### config.mk
export PLATFORM = sky130hd
export DESIGN_NAME = dual_hbridge_pwm_drive_shaper_top_flat
export DESIGN_NICKNAME = d
export VERILOG_FILES = /design/src/rtl/core/dhps_pkg.sv /design/src/rtl/core/dhps_cmd_if.sv /design/src/rtl/core/dhps_drv_if.sv /design/src/rtl/core/dhps_cfg.sv /design/src/rtl/core/dhps_div.sv /design/src/rtl/core/dual_hbridge_pwm_drive_shaper_top.sv /design/src/flat_wrapper.sv
export SDC_FILE = /design/constraint.sdc
export NUM_CORES = 2
export LEC_CHECK = 0
export ABC_AREA = 1
export BUFFER_PORTS_ARGS = -buffer_cell sky130_fd_sc_hd__buf_2
export CAP_MARGIN = 20
export CELL_PAD_IN_SITES_DETAIL_PLACEMENT = 1
export CELL_PAD_IN_SITES_GLOBAL_PLACEMENT = 1
export CORE_AREA = 2 2 274 276
export DETAILED_ROUTE_END_ITERATION = 8
export DIE_AREA = 0 0 276 278
export PLACE_DENSITY = 0.89
export SYNTH_ARGS = -nofsm -noshare
export SYNTH_HDL_FRONTEND = slang
export SYNTH_SLANG_ARGS = --single-unit
### constraint.sdc
create_clock -name i_clk -period 17.64 [get_ports i_clk]
set_input_delay 4.41 -clock i_clk [delete_from_list [all_inputs] [get_ports i_clk]]
set_output_delay 4.41 -clock i_clk [all_outputs]
set_load 0.02 [all_outputs]
### src/rtl/core/dhps_pkg.sv
package dhps_pkg;

    localparam int CMD_W      = 16;
    localparam int MS_W       = 16;
    localparam int SPEED_W    = 15;
    localparam int DUTY_W     = 16;
    localparam int SLEW_W     = 20;
    localparam int IDLE_W     = 17;
    localparam int PROD_W     = SLEW_W + MS_W;
    localparam int DIV_NUM_W  = PROD_W + 1;
    localparam int DIV_DEN_W  = 16;
    localparam int DIV_CNT_W  = $clog2(DIV_NUM_W + 1);
    localparam int STEP_W     = 27;
    localparam int CFG_IDX_W  = 3;
    localparam int CFG_DATA_W = SLEW_W;

    localparam logic [IDLE_W-1:0]    IDLE_SAT   = {IDLE_W{1'b1}};
    localparam logic [DIV_DEN_W-1:0] MS_PER_S   = DIV_DEN_W'(1000);
    localparam logic [DIV_NUM_W-1:0] STEP_ROUND = DIV_NUM_W'(500);

    localparam logic [SPEED_W-1:0] RST_DEADBAND  = '0;
    localparam logic [SPEED_W-1:0] RST_MAX_SPEED = SPEED_W'(2560);
    localparam logic [DUTY_W-1:0]  RST_RANGE     = DUTY_W'(255);
    localparam logic [SLEW_W-1:0]  RST_SLEW      = '0;
    localparam logic [MS_W-1:0]    RST_WD_LIMIT  = MS_W'(500);

    typedef enum logic [CFG_IDX_W-1:0] {
        CFG_DEADBAND   = 3'd0,
        CFG_MAX_SPEED  = 3'd1,
        CFG_RANGE      = 3'd2,
        CFG_SLEW       = 3'd3,
        CFG_INVERT     = 3'd4,
        CFG_BRAKE      = 3'd5,
        CFG_WD_LIMIT   = 3'd6
    } t_cfg_idx;

    typedef struct packed {
        logic [SPEED_W-1:0] deadband_speed;
        logic [SPEED_W-1:0] max_speed;
        logic [DUTY_W-1:0]  duty_range;
        logic [SLEW_W-1:0]  slew_per_second;
        logic [1:0]         invert_mask;
        logic               brake_when_stopped;
        logic [MS_W-1:0]    watchdog_limit_ms;
    } t_cfg;

    typedef struct packed {
        logic                 start;
        logic [DIV_NUM_W-1:0] num;
        logic [DIV_DEN_W-1:0] den;
    } t_div_req;

    typedef struct packed {
        logic                 done;
        logic [DIV_NUM_W-1:0] quot;
    } t_div_rsp;

endpackage

### src/rtl/core/dhps_cmd_if.sv
interface dhps_cmd_if;
    logic                               valid;
    logic                               ready;
    logic signed [dhps_pkg::CMD_W-1:0]  left_command;
    logic signed [dhps_pkg::CMD_W-1:0]  right_command;
    logic        [dhps_pkg::MS_W-1:0]   period_ms;

    modport source (
        output valid, left_command, right_command, period_ms,
        input  ready
    );
    modport sink (
        input  valid, left_command, right_command, period_ms,
        output ready
    );
endinterface

### src/rtl/core/dhps_drv_if.sv
interface dhps_drv_if;
    logic                            valid;
    logic                            ready;
    logic [dhps_pkg::DUTY_W-1:0]     left_duty;
    logic                            left_in_a;
    logic                            left_in_b;
    logic [dhps_pkg::DUTY_W-1:0]     right_duty;
    logic                            right_in_a;
    logic                            right_in_b;
    logic                            watchdog_tripped;

    modport source (
        output valid, left_duty, left_in_a, left_in_b,
               right_duty, right_in_a, right_in_b, watchdog_tripped,
        input  ready
    );
    modport sink (
        input  valid, left_duty, left_in_a, left_in_b,
               right_duty, right_in_a, right_in_b, watchdog_tripped,
        output ready
    );
endinterface

### src/rtl/core/dhps_cfg.sv
module dhps_cfg (
    input  logic                               i_clk,
    input  logic                               i_rst_n,
    input  logic                               i_we,
    input  logic [dhps_pkg::CFG_IDX_W-1:0]     i_idx,
    input  logic [dhps_pkg::CFG_DATA_W-1:0]    i_data,
    output dhps_pkg::t_cfg                     o_cfg
);

    dhps_pkg::t_cfg r_cfg;

    always_ff @(posedge i_clk) begin
        if (!i_rst_n) begin
            r_cfg.deadband_speed     <= dhps_pkg::RST_DEADBAND;
            r_cfg.max_speed          <= dhps_pkg::RST_MAX_SPEED;
            r_cfg.duty_range         <= dhps_pkg::RST_RANGE;
            r_cfg.slew_per_second    <= dhps_pkg::RST_SLEW;
            r_cfg.invert_mask        <= '0;
            r_cfg.brake_when_stopped <= 1'b0;
            r_cfg.watchdog_limit_ms  <= dhps_pkg::RST_WD_LIMIT;
        end else if (i_we) begin
            unique case (i_idx)
                dhps_pkg::CFG_DEADBAND: begin
                    r_cfg.deadband_speed <= i_data[dhps_pkg::SPEED_W-1:0];
                end
                dhps_pkg::CFG_MAX_SPEED: begin
                    r_cfg.max_speed <= i_data[dhps_pkg::SPEED_W-1:0];
                end
                dhps_pkg::CFG_RANGE: begin
                    r_cfg.duty_range <= i_data[dhps_pkg::DUTY_W-1:0];
                end
                dhps_pkg::CFG_SLEW: begin
                    r_cfg.slew_per_second <= i_data[dhps_pkg::SLEW_W-1:0];
                end
                dhps_pkg::CFG_INVERT: begin
                    r_cfg.invert_mask <= i_data[1:0];
                end
                dhps_pkg::CFG_BRAKE: begin
                    r_cfg.brake_when_stopped <= i_data[0];
                end
                dhps_pkg::CFG_WD_LIMIT: begin
                    r_cfg.watchdog_limit_ms <= i_data[dhps_pkg::MS_W-1:0];
                end
                default: begin
                end
            endcase
        end
    end

    assign o_cfg = r_cfg;

endmodule

### src/rtl/core/dhps_div.sv
module dhps_div (
    input  logic                i_clk,
    input  logic                i_rst_n,
    input  dhps_pkg::t_div_req  i_req,
    output dhps_pkg::t_div_rsp  o_rsp
);

    logic                               r_busy;
    logic                               r_done;
    logic [dhps_pkg::DIV_CNT_W-1:0]     r_cnt;
    logic [dhps_pkg::DIV_NUM_W-1:0]     r_acc;
    logic [dhps_pkg::DIV_DEN_W-1:0]     r_rem;
    logic [dhps_pkg::DIV_DEN_W-1:0]     r_den;
    logic [dhps_pkg::DIV_DEN_W:0]       trial;
    logic                               fits;

    assign trial = {r_rem, r_acc[dhps_pkg::DIV_NUM_W-1]};
    assign fits  = trial >= {1'b0, r_den};

    always_ff @(posedge i_clk) begin
        if (!i_rst_n) begin
            r_busy <= 1'b0;
            r_done <= 1'b0;
            r_cnt  <= '0;
        end else begin
            r_done <= 1'b0;
            if (i_req.start) begin
                r_busy <= 1'b1;
                r_cnt  <= dhps_pkg::DIV_CNT_W'(dhps_pkg::DIV_NUM_W);
            end else if (r_busy) begin
                r_cnt <= r_cnt - 1'b1;
                if (r_cnt == dhps_pkg::DIV_CNT_W'(1)) begin
                    r_busy <= 1'b0;
                    r_done <= 1'b1;
                end
            end
        end
    end

    always_ff @(posedge i_clk) begin
        if (i_req.start) begin
            r_acc <= i_req.num;
            r_den <= i_req.den;
            r_rem <= '0;
        end else if (r_busy) begin
            r_acc <= {r_acc[dhps_pkg::DIV_NUM_W-2:0], fits};
            if (fits) begin
                r_rem <= dhps_pkg::DIV_DEN_W'(trial - {1'b0, r_den});
            end else begin
                r_rem <= trial[dhps_pkg::DIV_DEN_W-1:0];
            end
        end
    end

    assign o_rsp.done = r_done;
    assign o_rsp.quot = r_acc;

endmodule

### src/rtl/core/dual_hbridge_pwm_drive_shaper_top.sv
// Takes one beat of left and right speed commands with the period length and
// returns one beat of duty counts and bridge pin levels for both wheels. One
// command beat is taken at a time; the block is busy until its result beat has
// been taken. The result beat comes from three passes through the shared
// 37-step restoring divider (the slew step, then the duty of each wheel) and
// the handling of each wheel. A wheel inside the deadband or at full speed
// skips its pass, and a beat on which the watchdog trips is offered in the
// cycle right after it is taken. After the result beat has been taken the
// block returns to idle before it takes the next command beat.
// Configuration writes should only be made while no beat is in flight.
module dual_hbridge_pwm_drive_shaper_top (
    input  logic                               i_clk,
    input  logic                               i_rst_n,
    dhps_cmd_if.sink                           i_cmd,
    dhps_drv_if.source                         o_drv,
    input  logic                               i_cfg_we,
    input  logic [dhps_pkg::CFG_IDX_W-1:0]     i_cfg_idx,
    input  logic [dhps_pkg::CFG_DATA_W-1:0]    i_cfg_data
);

    typedef enum logic [9:0] {
        S_IDLE      = 10'b0000000001,
        S_MUL_STEP  = 10'b0000000010,
        S_DIV_STEP  = 10'b0000000100,
        S_WAIT_STEP = 10'b0000001000,
        S_WHEEL     = 10'b0000010000,
        S_MUL_DUTY  = 10'b0000100000,
        S_DIV_DUTY  = 10'b0001000000,
        S_WAIT_DUTY = 10'b0010000000,
        S_SLEW      = 10'b0100000000,
        S_OUT       = 10'b1000000000
    } t_state;

    localparam int DW = dhps_pkg::DUTY_W;
    localparam int CW = dhps_pkg::CMD_W;
    localparam int SW = dhps_pkg::STEP_W;

    dhps_pkg::t_cfg     cfg;
    dhps_pkg::t_div_req div_req;
    dhps_pkg::t_div_rsp div_rsp;

    t_state                          r_state, n_state;
    logic                            r_wheel, n_wheel;
    logic signed [CW-1:0]            r_cmd [2];
    logic signed [CW-1:0]            n_cmd [2];
    logic signed [CW-1:0]            r_prev_cmd [2];
    logic signed [CW-1:0]            n_prev_cmd [2];
    logic [dhps_pkg::MS_W-1:0]       r_ms, n_ms;
    logic [dhps_pkg::IDLE_W-1:0]     r_idle, n_idle;
    logic [DW-1:0]                   r_prev_duty [2];
    logic [DW-1:0]                   n_prev_duty [2];
    logic [dhps_pkg::PROD_W-1:0]     r_prod, n_prod;
    logic [SW-1:0]                   r_step, n_step;
    logic [DW-1:0]                   r_mag, n_mag;
    logic                            r_neg, n_neg;
    logic [DW-1:0]                   r_target, n_target;
    logic [DW-1:0]                   r_duty [2];
    logic [DW-1:0]                   n_duty [2];
    logic                            r_pin_a [2];
    logic                            n_pin_a [2];
    logic                            r_pin_b [2];
    logic                            n_pin_b [2];
    logic                            r_trip, n_trip;

    logic                            cmd_active;
    logic [dhps_pkg::IDLE_W:0]       idle_sum;
    logic [dhps_pkg::IDLE_W-1:0]     idle_next;
    logic                            trip;

    logic signed [CW:0]              cmd_ext;
    logic signed [CW:0]              c_val;
    logic [CW:0]                     c_abs;
    logic                            c_neg;
    logic [DW-1:0]                   mag;
    logic                            in_deadband;

    logic [dhps_pkg::SLEW_W-1:0]     mul_a;
    logic [dhps_pkg::MS_W-1:0]       mul_b;
    logic [dhps_pkg::PROD_W-1:0]     mul_out;

    logic [SW:0]                     prev_ext;
    logic [SW:0]                     target_ext;
    logic [SW:0]                     slew_hi;
    logic [SW:0]                     slew_lo;
    logic [SW:0]                     target_up;
    logic [DW-1:0]                   slew_duty;

    dhps_cfg u_cfg (
        .i_clk   (i_clk),
        .i_rst_n (i_rst_n),
        .i_we    (i_cfg_we),
        .i_idx   (i_cfg_idx),
        .i_data  (i_cfg_data),
        .o_cfg   (cfg)
    );

    dhps_div u_div (
        .i_clk   (i_clk),
        .i_rst_n (i_rst_n),
        .i_req   (div_req),
        .o_rsp   (div_rsp)
    );

    assign cmd_active = (|i_cmd.left_command) || (|i_cmd.right_command) ||
                        (i_cmd.left_command != r_prev_cmd[0]) ||
                        (i_cmd.right_command != r_prev_cmd[1]);
    assign idle_sum   = {1'b0, r_idle} + (dhps_pkg::IDLE_W + 1)'(i_cmd.period_ms);
    assign idle_next  = cmd_active ? '0 :
                        (idle_sum[dhps_pkg::IDLE_W] ? dhps_pkg::IDLE_SAT
                                                    : idle_sum[dhps_pkg::IDLE_W-1:0]);
    assign trip       = idle_next > dhps_pkg::IDLE_W'(cfg.watchdog_limit_ms);

    assign cmd_ext     = {r_cmd[r_wheel][CW-1], r_cmd[r_wheel]};
    assign c_val       = cfg.invert_mask[r_wheel] ? -cmd_ext : cmd_ext;
    assign c_neg       = c_val[CW];
    assign c_abs       = c_neg ? -c_val : c_val;
    assign mag         = c_abs[DW-1:0];
    assign in_deadband = mag < DW'(cfg.deadband_speed);

    always_comb begin
        if (r_state == S_MUL_STEP) begin
            mul_a = cfg.slew_per_second;
            mul_b = (r_ms == '0) ? dhps_pkg::MS_W'(1) : r_ms;
        end else begin
            mul_a = dhps_pkg::SLEW_W'(r_mag);
            mul_b = cfg.duty_range;
        end
    end
    assign mul_out = dhps_pkg::PROD_W'(mul_a) * dhps_pkg::PROD_W'(mul_b);

    always_comb begin
        div_req.start = (r_state == S_DIV_STEP) || (r_state == S_DIV_DUTY);
        if (r_state == S_DIV_STEP) begin
            div_req.num = {1'b0, r_prod} + dhps_pkg::STEP_ROUND;
            div_req.den = dhps_pkg::MS_PER_S;
        end else begin
            div_req.num = {r_prod, 1'b0} + dhps_pkg::DIV_NUM_W'(cfg.max_speed);
            div_req.den = {cfg.max_speed, 1'b0};
        end
    end

    assign prev_ext   = (SW + 1)'(r_prev_duty[r_wheel]);
    assign target_ext = (SW + 1)'(r_target);
    assign slew_hi    = prev_ext + {1'b0, r_step};
    assign slew_lo    = prev_ext - {1'b0, r_step};
    assign target_up  = target_ext + {1'b0, r_step};

    always_comb begin
        if (r_step == '0) begin
            slew_duty = r_target;
        end else if (target_ext > slew_hi) begin
            slew_duty = slew_hi[DW-1:0];
        end else if (target_up < prev_ext) begin
            slew_duty = slew_lo[DW-1:0];
        end else begin
            slew_duty = r_target;
        end
    end

    always_comb begin
        n_state     = r_state;
        n_wheel     = r_wheel;
        n_cmd       = r_cmd;
        n_prev_cmd  = r_prev_cmd;
        n_ms        = r_ms;
        n_idle      = r_idle;
        n_prev_duty = r_prev_duty;
        n_prod      = r_prod;
        n_step      = r_step;
        n_mag       = r_mag;
        n_neg       = r_neg;
        n_target    = r_target;
        n_duty      = r_duty;
        n_pin_a     = r_pin_a;
        n_pin_b     = r_pin_b;
        n_trip      = r_trip;
        unique case (r_state)
            S_IDLE: begin
                if (i_cmd.valid) begin
                    n_cmd[0] = i_cmd.left_command;
                    n_cmd[1] = i_cmd.right_command;
                    n_ms     = i_cmd.period_ms;
                    n_idle   = idle_next;
                    if (cmd_active) begin
                        n_prev_cmd[0] = i_cmd.left_command;
                        n_prev_cmd[1] = i_cmd.right_command;
                    end
                    n_trip = trip;
                    if (trip) begin
                        n_duty[0]  = '0;
                        n_duty[1]  = '0;
                        n_pin_a[0] = 1'b1;
                        n_pin_a[1] = 1'b1;
                        n_pin_b[0] = 1'b1;
                        n_pin_b[1] = 1'b1;
                        n_state    = S_OUT;
                    end else begin
                        n_wheel = 1'b0;
                        n_state = S_MUL_STEP;
                    end
                end
            end
            S_MUL_STEP: begin
                n_prod  = mul_out;
                n_state = S_DIV_STEP;
            end
            S_DIV_STEP: begin
                n_state = S_WAIT_STEP;
            end
            S_WAIT_STEP: begin
                if (div_rsp.done) begin
                    n_step  = div_rsp.quot[SW-1:0];
                    n_state = S_WHEEL;
                end
            end
            S_WHEEL: begin
                n_mag = mag;
                n_neg = c_neg;
                if (in_deadband) begin
                    n_duty[r_wheel]      = '0;
                    n_pin_a[r_wheel]     = cfg.brake_when_stopped;
                    n_pin_b[r_wheel]     = cfg.brake_when_stopped;
                    n_prev_duty[r_wheel] = '0;
                    if (r_wheel) begin
                        n_state = S_OUT;
                    end else begin
                        n_wheel = 1'b1;
                    end
                end else if ((mag == '0) && (cfg.max_speed == '0)) begin
                    n_target = '0;
                    n_state  = S_SLEW;
                end else if (mag >= DW'(cfg.max_speed)) begin
                    n_target = cfg.duty_range;
                    n_state  = S_SLEW;
                end else begin
                    n_state = S_MUL_DUTY;
                end
            end
            S_MUL_DUTY: begin
                n_prod  = mul_out;
                n_state = S_DIV_DUTY;
            end
            S_DIV_DUTY: begin
                n_state = S_WAIT_DUTY;
            end
            S_WAIT_DUTY: begin
                if (div_rsp.done) begin
                    n_target = div_rsp.quot[DW-1:0];
                    n_state  = S_SLEW;
                end
            end
            S_SLEW: begin
                n_duty[r_wheel]      = slew_duty;
                n_pin_a[r_wheel]     = !r_neg;
                n_pin_b[r_wheel]     = r_neg;
                n_prev_duty[r_wheel] = slew_duty;
                if (r_wheel) begin
                    n_state = S_OUT;
                end else begin
                    n_wheel = 1'b1;
                    n_state = S_WHEEL;
                end
            end
            S_OUT: begin
                if (o_drv.ready) begin
                    n_state = S_IDLE;
                end
            end
            default: begin
                n_state = S_IDLE;
            end
        endcase
    end

    always_ff @(posedge i_clk) begin
        if (!i_rst_n) begin
            r_state     <= S_IDLE;
            r_wheel     <= 1'b0;
            r_prev_cmd  <= '{default: '0};
            r_idle      <= '0;
            r_prev_duty <= '{default: '0};
        end else begin
            r_state     <= n_state;
            r_wheel     <= n_wheel;
            r_prev_cmd  <= n_prev_cmd;
            r_idle      <= n_idle;
            r_prev_duty <= n_prev_duty;
        end
    end

    always_ff @(posedge i_clk) begin
        r_cmd    <= n_cmd;
        r_ms     <= n_ms;
        r_prod   <= n_prod;
        r_step   <= n_step;
        r_mag    <= n_mag;
        r_neg    <= n_neg;
        r_target <= n_target;
        r_duty   <= n_duty;
        r_pin_a  <= n_pin_a;
        r_pin_b  <= n_pin_b;
        r_trip   <= n_trip;
    end

    assign i_cmd.ready            = (r_state == S_IDLE);
    assign o_drv.valid            = (r_state == S_OUT);
    assign o_drv.left_duty        = r_duty[0];
    assign o_drv.left_in_a        = r_pin_a[0];
    assign o_drv.left_in_b        = r_pin_b[0];
    assign o_drv.right_duty       = r_duty[1];
    assign o_drv.right_in_a       = r_pin_a[1];
    assign o_drv.right_in_b       = r_pin_b[1];
    assign o_drv.watchdog_tripped = r_trip;

endmodule
### src/flat_wrapper.sv
// flat-port wrapper written by rule: the top's interface ports become plain ports
module dual_hbridge_pwm_drive_shaper_top_flat 
  (i_clk, i_rst_n, i_cfg_we, i_cfg_idx, i_cfg_data, i_cmd_valid, i_cmd_left_command, i_cmd_right_command, i_cmd_period_ms, i_cmd_ready, o_drv_valid, o_drv_left_duty, o_drv_left_in_a, o_drv_left_in_b, o_drv_right_duty, o_drv_right_in_a, o_drv_right_in_b, o_drv_watchdog_tripped, o_drv_ready);
  dhps_cmd_if i_cmd_i ();
  dhps_drv_if o_drv_i ();
  input  logic i_clk;
  input  logic i_rst_n;
  input  logic i_cfg_we;
  input  logic [dhps_pkg::CFG_IDX_W-1:0] i_cfg_idx;
  input  logic [dhps_pkg::CFG_DATA_W-1:0] i_cfg_data;
  input wire logic [$bits(i_cmd_i.valid)-1:0] i_cmd_valid;
  input wire logic [$bits(i_cmd_i.left_command)-1:0] i_cmd_left_command;
  input wire logic [$bits(i_cmd_i.right_command)-1:0] i_cmd_right_command;
  input wire logic [$bits(i_cmd_i.period_ms)-1:0] i_cmd_period_ms;
  output wire logic [$bits(i_cmd_i.ready)-1:0] i_cmd_ready;
  output wire logic [$bits(o_drv_i.valid)-1:0] o_drv_valid;
  output wire logic [$bits(o_drv_i.left_duty)-1:0] o_drv_left_duty;
  output wire logic [$bits(o_drv_i.left_in_a)-1:0] o_drv_left_in_a;
  output wire logic [$bits(o_drv_i.left_in_b)-1:0] o_drv_left_in_b;
  output wire logic [$bits(o_drv_i.right_duty)-1:0] o_drv_right_duty;
  output wire logic [$bits(o_drv_i.right_in_a)-1:0] o_drv_right_in_a;
  output wire logic [$bits(o_drv_i.right_in_b)-1:0] o_drv_right_in_b;
  output wire logic [$bits(o_drv_i.watchdog_tripped)-1:0] o_drv_watchdog_tripped;
  input wire logic [$bits(o_drv_i.ready)-1:0] o_drv_ready;
  assign i_cmd_i.valid = i_cmd_valid;
  assign i_cmd_i.left_command = i_cmd_left_command;
  assign i_cmd_i.right_command = i_cmd_right_command;
  assign i_cmd_i.period_ms = i_cmd_period_ms;
  assign i_cmd_ready = i_cmd_i.ready;
  assign o_drv_valid = o_drv_i.valid;
  assign o_drv_left_duty = o_drv_i.left_duty;
  assign o_drv_left_in_a = o_drv_i.left_in_a;
  assign o_drv_left_in_b = o_drv_i.left_in_b;
  assign o_drv_right_duty = o_drv_i.right_duty;
  assign o_drv_right_in_a = o_drv_i.right_in_a;
  assign o_drv_right_in_b = o_drv_i.right_in_b;
  assign o_drv_watchdog_tripped = o_drv_i.watchdog_tripped;
  assign o_drv_i.ready = o_drv_ready;
  dual_hbridge_pwm_drive_shaper_top u_core (.i_clk(i_clk), .i_rst_n(i_rst_n), .i_cmd(i_cmd_i), .o_drv(o_drv_i), .i_cfg_we(i_cfg_we), .i_cfg_idx(i_cfg_idx), .i_cfg_data(i_cfg_data));
endmodule
==> results.ini <==
[grt]
antenna_found_initial=10
grt.total_usage=0.3581
grt_max_degree=98
gr-total-overflow=0
grt_pass1_vias=38520
grt_pass1_wl_um=216000

[critical_path]
critPathKind=flip-flop to flip-flop
crit_arrival_ps=10400
worstSetupEndpointType=flip-flop
start_kind=flip-flop
required_ps=17970
critPathMaxStageDelay_ps=830
cpMostUsedCell=inv_1
path_buf_inv=9
path_delay_family=compound AO/OA/AOI/OAI gates
slowest_stage=a21oi_1
cp_max_fo=44

[cts]
cts_root_buffer=clkbuf_16
hold_buffers=0
ctsHtreeMaxLevel=2
path_clk_slew_ps=60
clock-sinks=434
cts_tree=done
clk_latency_ps=620
cts_buffers=49
post_cts_buffers=0
cts_resized=0
cts_buffer_depth=3

[sta]
finalHoldViolCount=0
clock.fmax_mhz=99.27
clock_skew_ps=25.94
finalSetupTns_ps=0
worstMarginPinSlew_ps=1145
rsz0062_at_grt=no
maxSlewHeadroom=0.2369
period_needed_ps=10070
slew_violations=0
setup_viol=0
fin_crit_sh=0.5710

[yosys]
ys_seq_area_frac=0.2896
synth_top_cell_by_area=edfxtp_1
synth_area_leaders=edfxtp_1 (18%), fa_1 (13%), dfxtp_1 (11%), nand2_1 (10%), ha_1 (9.3%)
avgSynthCellArea_um2=7.625
synth.cell_area_um2=38060
ys.flop_type=edfxtp_1
synth-seq-cells=434
synth_enable_flop_cells=233
synth.top_cell.area_share=0.1839
async_flop_share=0
synth_warnings=0
synth_nets=5605
syn_inst=4991
synth_cell_type_count=59

[routing]
drtPass1Iterations=7
viasPerCell=5.924
remaining_drc_errors=4
wl_met3_um=8359
wl_um=138800
ant_nets=0
first_iter_violations=2628
wl_per_cell_um=22.88
met2_length_um=67790
wirelength_met1_um=53230
top_layer_used=met5
num_vias=35930

[placed_design]
place_hpwl_um=106500
portBuffers=114
place.gp.congestion=0.9594

[floorplanning]
initial_core_util=0.5155
die_h_um=278
placementRows=100
dieWidth_um=276
core_region_area_um2=73820
dieArea_um2=76730
io_pins=115

[worst_hold_path]
hold_path.class=flip-flop to flip-flop

[status]
violations=design-rule violations
status=finished, violations left

[final_layout]
syn_to_final_growth_pct=8.157
fillers=9265
fin_nets=5662
drive_above_1_share=0.06722
register_area_um2=11020
multiInputGateArea_um2=23080

[run]
max_cap_violations=0

final timing paths:
path                            end  depth (start not counted)  slack (ps)                  start
setup reg to reg  u_core.r_prod[35]                         32        7570      u_core.r_state[4]
hold reg to reg    u_core.r_step[6]                          0         460  u_core.u_div.r_acc[6]
setup / recovery  u_core.r_prod[35]                         32        7570      u_core.r_state[4]
hold / removal     u_core.r_step[6]                          0         460  u_core.u_div.r_acc[6]
synth_stat cells, types with 12 or more instances:
master,instances
a21o_1,15
a21oi_1,361
a21oi_2,15
a22oi_1,17
a31oi_1,34
buf_2,20
clkbuf_1,106
dfxtp_1,201
edfxtp_1,233
fa_1,256
ha_1,282
inv_1,868
nand2_1,1040
nand2_2,23
nand3_1,253
nand4_1,53
nor2_1,464
nor2_2,12
nor3_1,56
nor4_1,30
o211ai_1,18
o21ai_0,311
or2_2,22
xnor2_1,44
xor2_1,114
placed cells by master (no fill, tap or decap), types with 53 or more instances in the layout:
master       n
ha_1       282
inv_1      867
dfxtp_1    200
nand2_1   1040
nor3_1      55
nor2_1     460
edfxtp_1   233
buf_2      113
xor2_1     114
o21ai_0    311
nand3_1    253
a21oi_1    358
fa_1       256
nand4_1     53
metrics by stage:
step | worst slack (ps) | util | cell area [µm²] | hold WS (ps) | instances
floorplan | 8130 | - | 38060 | 426.4 | 4991
CTS | 7822 | 0.5569 | 41110 | 457.5 | 6055
global route | 7156 | 0.5575 | 41160 | 466.6 | 6064
detailed placement | 8023 | 0.5350 | 39500 | 435.6 | 5964
global placement | 8216 | 0.5350 | 39500 | 436.3 | 5964
finish | 7567 | 0.5576 | 41160 | 459.8 | 6065
flip-flops by register name, indices dropped and copies added (netlist names), 16 cells and up:
name / flops
u_core.u_cfg.o_cfg: 85
u_core.u_div.r_acc: 37
u_core.r_prod: 36
u_core.r_cmd: 32
u_core.r_prev_cmd: 32
u_core.r_prev_duty: 32
u_core.r_step: 27
u_core.r_idle: 17
u_core.o_drv.left_duty: 16
u_core.o_drv.right_duty: 16
u_core.r_mag: 16
u_core.r_ms: 16
u_core.r_target: 16
u_core.u_div.r_rem: 16
kinds of logic (layout without fill, tap and decap cells):
logic type / after synthesis / count (layout) / synth area share
adders and majority gates: 538 / 538 / 0.2274
other: 0 / 8 / 0
DFF: 434 / 434 / 0.2896
AOI/OAI and AO/OA: 847 / 847 / 0.1225
buffers and inverters: 1035 / 1132 / 0.1052
xor gates and xnor gates: 159 / 159 / 0.03679
and+or+nand+nor: 1978 / 1978 / 0.2185
layer usage:
metal | track usage | vias up
li1 | - | 16170
met1 | 0.4194 | 17830
met2 | 0.6284 | 1418
met3 | 0.04433 | 511
met4 | 0.2194 | 4
met5 | 0 | -
final cells by class:
| class | count | share of cell area |
|---|---|---|
| inverter | 888 | 0.08104 |
| timing repair buffer | 153 | 0.02134 |
| sequential | 434 | 0.2678 |
| tap | 969 | 0.02946 |
| antenna | 8 | 0.0004864 |
| multi-input combinational | 3522 | 0.5606 |
| clock inverter | 19 | 0.005137 |
| clock buffer | 72 | 0.03411 |
Power is left out: the tool's default activity adds up to more than one toggle a clock period on the data nets, which glitch-free logic cannot reach.
